===== config.mk =====
export PLATFORM = sky130hd
export DESIGN_NAME = magic_sync_message_deframer_flat
export DESIGN_NICKNAME = d
export VERILOG_FILES = /design/src/hw/rtl/msd_pkg.sv /design/src/hw/rtl/msd_if.sv /design/src/hw/rtl/msd_core.sv /design/src/hw/rtl/msd_skid.sv /design/src/hw/rtl/magic_sync_message_deframer.sv /design/src/flat_wrapper.sv
export SDC_FILE = /design/constraint.sdc
export NUM_CORES = 1
export LEC_CHECK = 0
export BUFFER_PORTS_ARGS = -buffer_cell sky130_fd_sc_hd__buf_2
export CAP_MARGIN = 20
export CORE_MARGIN = 2
export CORE_UTILIZATION = 56
export CTS_BUF_LIST = sky130_fd_sc_hd__clkbuf_8
export DETAILED_ROUTE_END_ITERATION = 12
export PLACE_DENSITY = 0.88
export SLEW_MARGIN = 20
export SYNTH_ARGS = -nofsm -noshare
export SYNTH_HDL_FRONTEND = slang
export SYNTH_SLANG_ARGS = --single-unit

===== constraint.sdc =====
create_clock -name clk -period 3.6 [get_ports clk]
set_input_delay 0.36 -clock clk [delete_from_list [all_inputs] [get_ports clk]]
set_output_delay 0.36 -clock clk [all_outputs]
set_load 0.005 [all_outputs]

===== src/hw/rtl/msd_pkg.sv =====
// msd_pkg: shared constants, register indexes and the result record of the
// magic-sync message deframer. No dependencies.
`default_nettype none

package msd_pkg;

  localparam int unsigned ByteW      = 8;
  localparam int unsigned WordW      = 16;
  localparam int unsigned PosW       = 16;
  localparam int unsigned MagicCount = 4;
  localparam int unsigned HeaderBytes = 6;

  localparam logic [ByteW-1:0] MagicByte   = 8'h7E;
  localparam logic [WordW-1:0] ForwardReset = 16'h0C01;

  // framing phase codes; the spare code acts as hunt
  localparam logic [1:0] PhHunt   = 2'd0;
  localparam logic [1:0] PhHeader = 2'd1;
  localparam logic [1:0] PhData   = 2'd2;

  // configuration port
  localparam int unsigned CfgIdxW  = 1;
  localparam int unsigned CfgDataW = WordW;
  localparam logic [CfgIdxW-1:0] RegExpectedType = 1'b0;
  localparam logic [CfgIdxW-1:0] RegForwardType  = 1'b1;

  // header byte positions
  localparam logic [2:0] HdrTypeHi = 3'd0;
  localparam logic [2:0] HdrTypeLo = 3'd1;
  localparam logic [2:0] HdrLenHi  = 3'd2;
  localparam logic [2:0] HdrLenLo  = 3'd3;
  localparam logic [2:0] HdrSumHi  = 3'd4;

  typedef struct packed {
    logic [ByteW-1:0] out_byte;
    logic             payload_valid;
    logic             payload_last;
    logic             header_done;
    logic [WordW-1:0] frame_type;
    logic [WordW-1:0] msg_length;
    logic             response_match;
  } msd_result_t;

endpackage

`default_nettype wire


===== src/hw/rtl/msd_if.sv =====
// msd_in_if / msd_out_if: valid-ready channels carrying received bytes in and
// deframer results out. Depends on msd_pkg.
`default_nettype none

interface msd_in_if;
  logic                       valid;
  logic                       ready;
  logic [msd_pkg::ByteW-1:0]  rx_byte;

  modport source (output valid, output rx_byte, input ready);
  modport sink   (input valid, input rx_byte, output ready);
endinterface

interface msd_out_if;
  logic                       valid;
  logic                       ready;
  logic [msd_pkg::ByteW-1:0]  out_byte;
  logic                       payload_valid;
  logic                       payload_last;
  logic                       header_done;
  logic [msd_pkg::WordW-1:0]  frame_type;
  logic [msd_pkg::WordW-1:0]  msg_length;
  logic                       response_match;

  modport source (output valid, output out_byte, output payload_valid,
                  output payload_last, output header_done, output frame_type,
                  output msg_length, output response_match, input ready);
  modport sink   (input valid, input out_byte, input payload_valid,
                  input payload_last, input header_done, input frame_type,
                  input msg_length, input response_match, output ready);
endinterface

`default_nettype wire


===== src/hw/rtl/msd_core.sv =====
// msd_core: framing state, configuration registers and the per-byte next
// state / result logic. Depends on msd_pkg.
`default_nettype none

module msd_core (
  input  wire logic                          clk,
  input  wire logic                          rst,
  input  wire logic                          accept,
  input  wire logic [msd_pkg::ByteW-1:0]     rx_byte,
  input  wire logic                          cfg_wr_en,
  input  wire logic [msd_pkg::CfgIdxW-1:0]   cfg_index,
  input  wire logic [msd_pkg::CfgDataW-1:0]  cfg_data,
  output msd_pkg::msd_result_t               result
);

  logic [msd_pkg::WordW-1:0] expected_type;
  logic [msd_pkg::WordW-1:0] forward_type;
  logic [1:0]                phase;
  logic [msd_pkg::PosW-1:0]  position;
  logic [msd_pkg::WordW-1:0] header_type;
  logic [msd_pkg::WordW-1:0] header_length;
  logic [msd_pkg::WordW-1:0] header_checksum;
  logic                      response_armed;

  logic [1:0]                phase_next;
  logic [msd_pkg::PosW-1:0]  position_next;
  logic [msd_pkg::WordW-1:0] header_type_next;
  logic [msd_pkg::WordW-1:0] header_length_next;
  logic [msd_pkg::WordW-1:0] header_checksum_next;
  logic                      response_armed_next;
  logic [msd_pkg::PosW:0]    pos_inc;

  assign pos_inc = {1'b0, position} + 17'd1;

  always_comb begin
    phase_next           = phase;
    position_next        = position;
    header_type_next     = header_type;
    header_length_next   = header_length;
    header_checksum_next = header_checksum;
    response_armed_next  = response_armed;
    result.out_byte       = rx_byte;
    result.payload_valid  = 1'b0;
    result.payload_last   = 1'b0;
    result.header_done    = 1'b0;
    result.response_match = 1'b0;

    unique case (phase)
      msd_pkg::PhHeader: begin
        case (position[2:0])
          msd_pkg::HdrTypeHi: header_type_next[15:8]     = rx_byte;
          msd_pkg::HdrTypeLo: header_type_next[7:0]      = rx_byte;
          msd_pkg::HdrLenHi:  header_length_next[15:8]   = rx_byte;
          msd_pkg::HdrLenLo:  header_length_next[7:0]    = rx_byte;
          msd_pkg::HdrSumHi:  header_checksum_next[15:8] = rx_byte;
          default:            header_checksum_next[7:0]  = rx_byte;
        endcase
        if (pos_inc >= 17'(msd_pkg::HeaderBytes)) begin
          result.header_done = 1'b1;
          position_next      = '0;
          if (response_armed && (expected_type != '0) &&
              (header_type_next == expected_type)) begin
            result.response_match = 1'b1;
            response_armed_next   = 1'b0;
          end
          phase_next = (header_length_next == '0) ? msd_pkg::PhHunt : msd_pkg::PhData;
        end else begin
          position_next = pos_inc[msd_pkg::PosW-1:0];
        end
      end
      msd_pkg::PhData: begin
        result.payload_valid = (header_type == forward_type);
        if (pos_inc >= {1'b0, header_length}) begin
          result.payload_last = 1'b1;
          position_next       = '0;
          phase_next          = msd_pkg::PhHunt;
        end else begin
          position_next = pos_inc[msd_pkg::PosW-1:0];
        end
      end
      default: begin
        // hunt: count consecutive magic bytes
        phase_next = msd_pkg::PhHunt;
        if (rx_byte == msd_pkg::MagicByte) begin
          if (pos_inc >= 17'(msd_pkg::MagicCount)) begin
            position_next = '0;
            phase_next    = msd_pkg::PhHeader;
          end else begin
            position_next = pos_inc[msd_pkg::PosW-1:0];
          end
        end else begin
          position_next = '0;
        end
      end
    endcase

    result.frame_type = header_type_next;
    result.msg_length = header_length_next;
  end

  always_ff @(posedge clk) begin
    if (rst) begin
      expected_type   <= '0;
      forward_type    <= msd_pkg::ForwardReset;
      phase           <= msd_pkg::PhHunt;
      position        <= '0;
      header_type     <= '0;
      header_length   <= '0;
      header_checksum <= '0;
      response_armed  <= 1'b1;
    end else begin
      if (cfg_wr_en) begin
        unique case (cfg_index)
          msd_pkg::RegExpectedType: begin
            expected_type  <= cfg_data;
            response_armed <= 1'b1;
          end
          msd_pkg::RegForwardType: begin
            forward_type <= cfg_data;
          end
          default: begin
          end
        endcase
      end else if (accept) begin
        response_armed <= response_armed_next;
      end
      if (accept) begin
        phase           <= phase_next;
        position        <= position_next;
        header_type     <= header_type_next;
        header_length   <= header_length_next;
        header_checksum <= header_checksum_next;
      end
    end
  end

endmodule

`default_nettype wire


===== src/hw/rtl/msd_skid.sv =====
// msd_skid: two-entry result register (output register plus skid entry) so
// the input side keeps taking bytes while a result waits. Depends on msd_pkg.
`default_nettype none

module msd_skid (
  input  wire logic            clk,
  input  wire logic            rst,
  input  wire logic            push,
  input  msd_pkg::msd_result_t push_data,
  output logic                 push_ready,
  output logic                 out_valid,
  input  wire logic            out_ready,
  output msd_pkg::msd_result_t out_data
);

  logic                 main_valid;
  msd_pkg::msd_result_t main_data;
  logic                 skid_valid;
  msd_pkg::msd_result_t skid_data;
  logic                 pop;

  assign pop        = main_valid && out_ready;
  assign push_ready = !skid_valid;
  assign out_valid  = main_valid;
  assign out_data   = main_data;

  always_ff @(posedge clk) begin
    if (rst) begin
      main_valid <= 1'b0;
      skid_valid <= 1'b0;
    end else if (push) begin
      if (!main_valid || pop) begin
        main_valid <= 1'b1;
      end else begin
        skid_valid <= 1'b1;
      end
    end else if (pop) begin
      main_valid <= skid_valid;
      skid_valid <= 1'b0;
    end
  end

  always_ff @(posedge clk) begin
    if (push) begin
      if (!main_valid || pop) begin
        main_data <= push_data;
      end else begin
        skid_data <= push_data;
      end
    end else if (pop && skid_valid) begin
      main_data <= skid_data;
    end
  end

endmodule

`default_nettype wire


===== src/hw/rtl/magic_sync_message_deframer.sv =====
// magic_sync_message_deframer: top level, byte stream in, one result per byte
// out. Depends on msd_pkg, msd_if, msd_core and msd_skid.
//
// Takes one received byte per cycle while ready and returns exactly one
// result for it. Each byte is decoded in the same cycle it is accepted
// (hunt for four '~' bytes, six-byte big-endian header, then length payload
// bytes); its result is registered in a two-entry output register. The input
// stays ready as long as the skid entry is free, so a full byte per cycle is
// sustained whenever the sink keeps up, and one stalled result does not block
// the next byte. Configuration writes take effect on the next clock edge and
// are meant to happen only while no byte is in flight; writing expected_type
// re-arms the single-shot response_match flag.
`default_nettype none

module magic_sync_message_deframer (
  input  wire logic                          clk,
  input  wire logic                          rst,
  msd_in_if.sink                             in_ch,
  msd_out_if.source                          out_ch,
  input  wire logic                          cfg_wr_en,
  input  wire logic [msd_pkg::CfgIdxW-1:0]   cfg_index,
  input  wire logic [msd_pkg::CfgDataW-1:0]  cfg_data
);

  logic                 accept;
  logic                 push_ready;
  msd_pkg::msd_result_t result;
  msd_pkg::msd_result_t out_data;

  assign in_ch.ready = push_ready;
  assign accept      = in_ch.valid && push_ready;

  msd_core u_core (
    .clk       (clk),
    .rst       (rst),
    .accept    (accept),
    .rx_byte   (in_ch.rx_byte),
    .cfg_wr_en (cfg_wr_en),
    .cfg_index (cfg_index),
    .cfg_data  (cfg_data),
    .result    (result)
  );

  msd_skid u_skid (
    .clk        (clk),
    .rst        (rst),
    .push       (accept),
    .push_data  (result),
    .push_ready (push_ready),
    .out_valid  (out_ch.valid),
    .out_ready  (out_ch.ready),
    .out_data   (out_data)
  );

  assign out_ch.out_byte       = out_data.out_byte;
  assign out_ch.payload_valid  = out_data.payload_valid;
  assign out_ch.payload_last   = out_data.payload_last;
  assign out_ch.header_done    = out_data.header_done;
  assign out_ch.frame_type     = out_data.frame_type;
  assign out_ch.msg_length     = out_data.msg_length;
  assign out_ch.response_match = out_data.response_match;

endmodule

`default_nettype wire


===== src/flat_wrapper.sv =====
// flat-port wrapper written by rule: the top's interface ports become plain ports
module magic_sync_message_deframer_flat 
  (clk, rst, cfg_wr_en, cfg_index, cfg_data, in_ch_valid, in_ch_rx_byte, in_ch_ready, out_ch_valid, out_ch_out_byte, out_ch_payload_valid, out_ch_payload_last, out_ch_header_done, out_ch_frame_type, out_ch_msg_length, out_ch_response_match, out_ch_ready);
  msd_in_if in_ch_i ();
  msd_out_if out_ch_i ();
  input  wire logic clk;
  input  wire logic rst;
  input  wire logic cfg_wr_en;
  input  wire logic [msd_pkg::CfgIdxW-1:0] cfg_index;
  input  wire logic [msd_pkg::CfgDataW-1:0] cfg_data;
  input wire logic [$bits(in_ch_i.valid)-1:0] in_ch_valid;
  input wire logic [$bits(in_ch_i.rx_byte)-1:0] in_ch_rx_byte;
  output wire logic [$bits(in_ch_i.ready)-1:0] in_ch_ready;
  output wire logic [$bits(out_ch_i.valid)-1:0] out_ch_valid;
  output wire logic [$bits(out_ch_i.out_byte)-1:0] out_ch_out_byte;
  output wire logic [$bits(out_ch_i.payload_valid)-1:0] out_ch_payload_valid;
  output wire logic [$bits(out_ch_i.payload_last)-1:0] out_ch_payload_last;
  output wire logic [$bits(out_ch_i.header_done)-1:0] out_ch_header_done;
  output wire logic [$bits(out_ch_i.frame_type)-1:0] out_ch_frame_type;
  output wire logic [$bits(out_ch_i.msg_length)-1:0] out_ch_msg_length;
  output wire logic [$bits(out_ch_i.response_match)-1:0] out_ch_response_match;
  input wire logic [$bits(out_ch_i.ready)-1:0] out_ch_ready;
  assign in_ch_i.valid = in_ch_valid;
  assign in_ch_i.rx_byte = in_ch_rx_byte;
  assign in_ch_ready = in_ch_i.ready;
  assign out_ch_valid = out_ch_i.valid;
  assign out_ch_out_byte = out_ch_i.out_byte;
  assign out_ch_payload_valid = out_ch_i.payload_valid;
  assign out_ch_payload_last = out_ch_i.payload_last;
  assign out_ch_header_done = out_ch_i.header_done;
  assign out_ch_frame_type = out_ch_i.frame_type;
  assign out_ch_msg_length = out_ch_i.msg_length;
  assign out_ch_response_match = out_ch_i.response_match;
  assign out_ch_i.ready = out_ch_ready;
  magic_sync_message_deframer u_core (.clk(clk), .rst(rst), .in_ch(in_ch_i), .out_ch(out_ch_i), .cfg_wr_en(cfg_wr_en), .cfg_index(cfg_index), .cfg_data(cfg_data));
endmodule

After elaboration in Yosys (flattened, before gate mapping) --
Index checks and enable logic that the tools add are counted.
Cells by class: $lt $le $gt $ge 3, eq/ne operators 13, reduce and logical (&&, ||, !) cells 25, mux-type cells 43, $add $sub $neg 1, bitwise operators 2
Operators by type and width (number):
- $mux 44 | 3
- $mux 16 | 6
- $mux 8 | 8
- $ge 17x3->1 const B | 2
- $eq 16x16->1 | 2
- $pmux 16 s2 | 1
- $mux 1 | 20
- $add 16x1->17 const B | 1
- $ge 17x16->1 | 1
- $logic_not 16->1 | 1
- $reduce_bool 16->1 | 1
- $reduce_and 2->1 | 6
- $reduce_bool 2->1 | 6
- $eq 8x7->1 const B | 1
- $mux 2 | 4
- $ne 2x2->1 const B | 4
- $eq 3x2->1 const B | 2
- $logic_and 1x1->1 | 5
- $reduce_and 5->1 | 1
- $pmux 2 s2 | 1
- $eq 3x1->1 const B | 1
- $logic_not 3->1 | 1
- $reduce_and 3->1 | 1
- $eq 2x1->1 const B | 1
- other kinds (5) | 7
Storage, ports and cells: output and inout port bits 46, input bits 30, word-level logic and storage cells 110, register bits after elaboration 173

Depth between registers and ports, before layout --
depth after elaboration 10, depth in mapped cells 15, mapped depth without buffers 13

Cells and area by module --
From an unflattened synthesis, not the netlist that was laid out.
Unflattened totals: cells, all modules 795, area total of the unflattened synthesis 8555.7 um2
By module, submodules not included:
- msd_core | seq. area each 1661.6 um2, cells an instance 643, area each 5210.0 um2, instances 1
- msd_skid | seq. area each 2682.6 um2, cells an instance 151, area each 3339.5 um2, instances 1
- magic_sync_message_deframer | seq. area each 0.0 um2, cells an instance 1, area each 6.3 um2, instances 1

Worst setup path after synthesis --
OpenSTA, ideal clock, no wires.
path kind input port to flip-flop, start input in_ch_valid, end register u_core.u_skid.main_data, in the netlist u_core.u_skid.out_data[0], enable pin, buffers on the path 2, arrival time 3219 ps, slack -79 ps, stages on the path 5, path through nor2b_1 > clkbuf_1 > clkbuf_1 > a21oi_1 > a21oi_1
Between the ends: cells in the longest elaborated chain, start to end 3
Ends and longest elaborated chain:
- start: declaration | line flat_wrapper.sv:11 | input wire logic [$bits(in_ch_i.valid)-1:0] in_ch_valid;
- $logic_and 1x1->1 (*) | line magic_sync_message_deframer.sv:31 | assign accept = in_ch.valid && push_ready;
- $ne 2x1->1 (no source line) / $reduce_bool 2->1 (equally long branches)
- $reduce_and 2->1 (no source line) (*)
- end signal: assignment | line msd_skid.sv:46 | main_data <= push_data;
- end signal: assignment | line msd_skid.sv:51 | main_data <= skid_data;
- end: declaration | line msd_skid.sv:17 | msd_pkg::msd_result_t main_data;
Every way passes the cells marked *; elsewhere a longest branch is shown, timed or not. A chain may end at the register's enable or synchronous reset.

Worst setup path after layout --
start register u_core.u_core.position[1] (netlist bit), end register u_core.u_core.position[3] (netlist bit)
Between the ends: cells in the longest elaborated chain, start to end 5
Ends and longest elaborated chain:
- start: declaration | line msd_core.sv:19 | logic [msd_pkg::PosW-1:0] position;
- start signal: assignment | line msd_core.sv:129 | position <= position_next;
- $add 16x1->17 (*) | line msd_core.sv:33 | assign pos_inc = {1'b0, position} + 17'd1;
- $ge 17x3->1 | line msd_core.sv:85 | if (pos_inc >= 17'(msd_pkg::MagicCount)) begin
- $mux 16 | line msd_core.sv:85
- $mux 16 | line msd_core.sv:84 | if (rx_byte == msd_pkg::MagicByte) begin
- $pmux 16 s2 (*) | line msd_core.sv:48 | unique case (phase)
Marks and branches as above.

==> flow_summary.json <==
{
  "antenna_found_initial": 0,
  "maxCapViolCount": 0,
  "syn_nets": 915,
  "clockRootBuffer": "clkbuf_8",
  "synthFlopType": "edfxtp_1",
  "worst_setup_path_endpoint": "u_core.u_core.position[3]",
  "layout_min_cycle_time_ns": 3.37,
  "first_pass_iters": 5,
  "ys.warnings.count": 0,
  "cp.arrival_ns": 3.72,
  "syn_area_per_cell_sq_um": 9.75,
  "hold_path.class": "input port to flop",
  "cts_buffers": 17,
  "slew_violations": 0,
  "dp_hpwl_mm": 13.3,
  "grt_use_met2_pct": 37.6,
  "grt_pass1_wl_mm": 30.6,
  "max-slew-margin-rel_pct": 28.0,
  "area_delta_synth_final_pct": 11.2,
  "whs_path_depth": 2,
  "tns_ns": 0,
  "diodes": 0,
  "routed_wl_mm": 19.0,
  "status": "completed",
  "clk_latency_ns": 0.46,
  "drc": 0,
  "setup_violations": 0,
  "start_util_pct": 57.6,
  "fill_cells": 1133,
  "netlist.area_leader.share_pct": 31.4,
  "grt_pass1_vias": 6139,
  "startpoint_type": "flop",
  "syn_inst": 864,
  "io_pins": 76,
  "numPortBuffers": 75,
  "worstPathRequired_ns": 3.95,
  "track_usage_pct": 24.2,
  "powerDensity_mw_per_mm2": 423,
  "worstReg2RegEnd": "u_core.u_core.position[3]",
  "async_reset_ff_share_pct": 0,
  "drt_iter0_markers": 580,
  "clock.fmax_mhz": 297,
  "critPathMaxFanout": 17,
  "reg2regPathDepth": 14,
  "cts_tree": "yes",
  "netlist_area_sq_mm": 0.00843,
  "timing.rr.start": "u_core.u_core.position[1]",
  "leakagePower_uw": 0.00406,
  "nNetsFinal": 972,
  "worst_pin_slew_ns": 1.08,
  "holdCritStartpoint": "out_ch_ready",
  "dieArea_sq_mm": 0.0160,
  "ant_nets": 0,
  "critPathCaptureType": "flop",
  "clkTransAtPathRegs_ns": 0.09,
  "yosys-top-cells-area": "edfxtp_1, dfxtp_1, mux2i_1",
  "routedWlPerCell_um": 17.0,
  "crit_type": "flop to flop",
  "clkSinkCount": 173,
  "startpoint": "u_core.u_core.position[1]",
  "gp_congestion": 0.925,
  "synth-edff-count": 88,
  "fin_skew_ns": 0.0146,
  "placed_area_sq_mm": 0.00899,
  "grt-busiest-layer": "met2",
  "vias_per_cell": 5.83,
  "die_h_um": 127,
  "rrSetupSlack_ns": 0.23,
  "grt_util_met1_pct": 32.9,
  "yosysSeqAreaShare_pct": 51.5,
  "ctsHoldBuffers": 0,
  "rows": 44,
  "cts_max_level": 4,
  "rsz0062_at_grt": "no",
  "holdWs_ns": 0.0908,
  "cts_max_path_buffers": 2,
  "fin_area_sq_mm": 0.00937,
  "hold_viol": 0,
  "ir_drop_mv": 0.386,
  "synth_top_cell_by_area": "edfxtp_1",
  "gr-usage-met3_pct": 5.27,
  "core_area_sq_mm": 0.0146,
  "vias": 6521,
  "finalCritPeriodShare_pct": 93.6,
  "chipWidth_um": 127,
  "synth-seq-cells": 173,
  "synth.distinct_cells": 61,
  "grt_max_degree": 83,
  "grt_overflow_total": 0,
  "drive_gt1_share_pct": 16.5
}
[cells by family after synthesis]
kind of cell / synth area share [%]
compound gates: 12.1
xor+xnor: 5.18
fa+ha+maj: 3.24
buf+inv: 5.75
flops: 51.5
mux: 6.09
simple gates: 16.1
[routing by layer]
| metal | part of all wire, % | vias to the layer above |
|---|---|---|
| met4 | 2.9 | 0 |
| met3 | 8.2 | 44 |
| met5 | 0 | - |
| met1 | 44 | 3039 |
| li1 | - | 3130 |
| met2 | 45 | 308 |
[state kept, by name (all words and copies together), names as in the netlist]
name / count
u_core.u_core.expected_type: 16
u_core.u_skid.out_data: 44
u_core.u_core.forward_type: 16
u_core.u_skid.out_valid: 1
u_core.u_core.position: 16
u_core.u_core.phase: 2
u_core.u_core.response_armed: 1
u_core.u_core.header_length: 16
u_core.u_skid.skid_valid: 1
u_core.u_core.header_type: 16
u_core.u_skid.skid_data: 44
[worst max-delay path: stages, from the launching register on]
cell	delay, ns
dfxtp_2	0.39
ha_2	0.24
and3_1	0.19
nand3_1	0.14
xnor2_1	0.17
ha_1	0.29
and3_1	0.15
nand3_1	0.10
a31o_2	0.23
a41o_1	0.24
a211o_1	0.36
a32oi_4	0.22
buf_12	0.18
nor3_4	0.08
a22o_1	0.27
[cell usage after synthesis, types with 2 or more instances]
library cell and count:
nand2_1 125, edfxtp_1 88, dfxtp_1 85, a21oi_1 81, nor2_1 79, inv_1 59, mux2i_1 49, clkbuf_1 45
a211oi_1 32, xnor2_1 27, ha_1 21, xor2_1 21, nor4_1 17, nand3_1 12, nand4_1 11, a22o_1 8
and3_1 8, o31ai_1 7, nand2b_1 6, nor2b_1 6, o21ai_0 6, buf_2 5, or3_1 5, buf_4 4
a2bb2oi_1 3, and4_1 3, buf_1 3, nand3b_1 3, nor3_1 3, nor3_2 3, a21o_1 2, a31o_2 2
a41o_1 2, and2_1 2, buf_6 2, mux2_2 2, o21ai_1 2, or2_2 2
[where the power goes]
part / total, uW / switching [uW] / internal, uW
combinational: 443 / 272 / 171
clock: 1260 / 681 / 575
sequential: 2260 / 72.0 / 2190
[cell type report]
class / instances / area (sq um) / share of cell area (%)
Sequential cell: 173 / 4350 / 46.4
Multi-Input combinational cell: 572 / 3640 / 38.8
Timing Repair Buffer: 98 / 573 / 6.12
Clock buffer: 19 / 262 / 2.79
Tap cell: 184 / 230 / 2.46
Inverter: 59 / 221 / 2.36
Clock inverter: 13 / 97.6 / 1.04
[timing repair]
item	in CTS	in global routing
resized for setup	0	7
hold endpoints to repair	0	0
setup buffers	0	0
setup endpoints to repair	0	16
[how the worst min path moves through the flow]
| stage | slack [ns] | end |
|---|---|---|
| after floorplan | 0.45 | u_core.u_core.expected_type[15] |
| after global placement | 0.46 | u_core.u_core.forward_type[1] |
| after detailed placement | 0.47 | u_core.u_core.forward_type[4] |
| after CTS | 0.06 | u_core.u_skid.skid_valid |
| after global routing | 0.08 | u_core.u_skid.skid_valid |
| final | 0.09 | u_core.u_skid.skid_valid |
[through the flow]
stage / std cells / util [%] / setup WS [ns] / power [uW]
floorplan: 864 / - / 0.180 / 2580
global placement: 1086 / 61.4 / 0.267 / 2720
detailed placement: 1086 / 61.4 / 0.136 / 2740
CTS: 1118 / 63.8 / 0.102 / 3970
global route: 1118 / 64.0 / 0.0379 / 4110
finish: 1118 / 64.0 / 0.232 / 3960
[layout by cell type, fill, tap and decap left out, types with 8 or more instances in the layout]
cell type,Yosys,routed
nand2_1,125,125
edfxtp_1,88,88
dfxtp_1,85,82
a21oi_1,81,79
nor2_1,79,78
buf_2,5,75
inv_1,59,62
mux2i_1,49,49
a211oi_1,32,32
xnor2_1,27,27
xor2_1,21,21
buf_4,4,21
ha_1,21,20
clkbuf_8,0,19
nor4_1,17,16
nand3_1,12,12
nand4_1,11,11
a22o_1,8,8
Power figures use the tool's default switching activity.
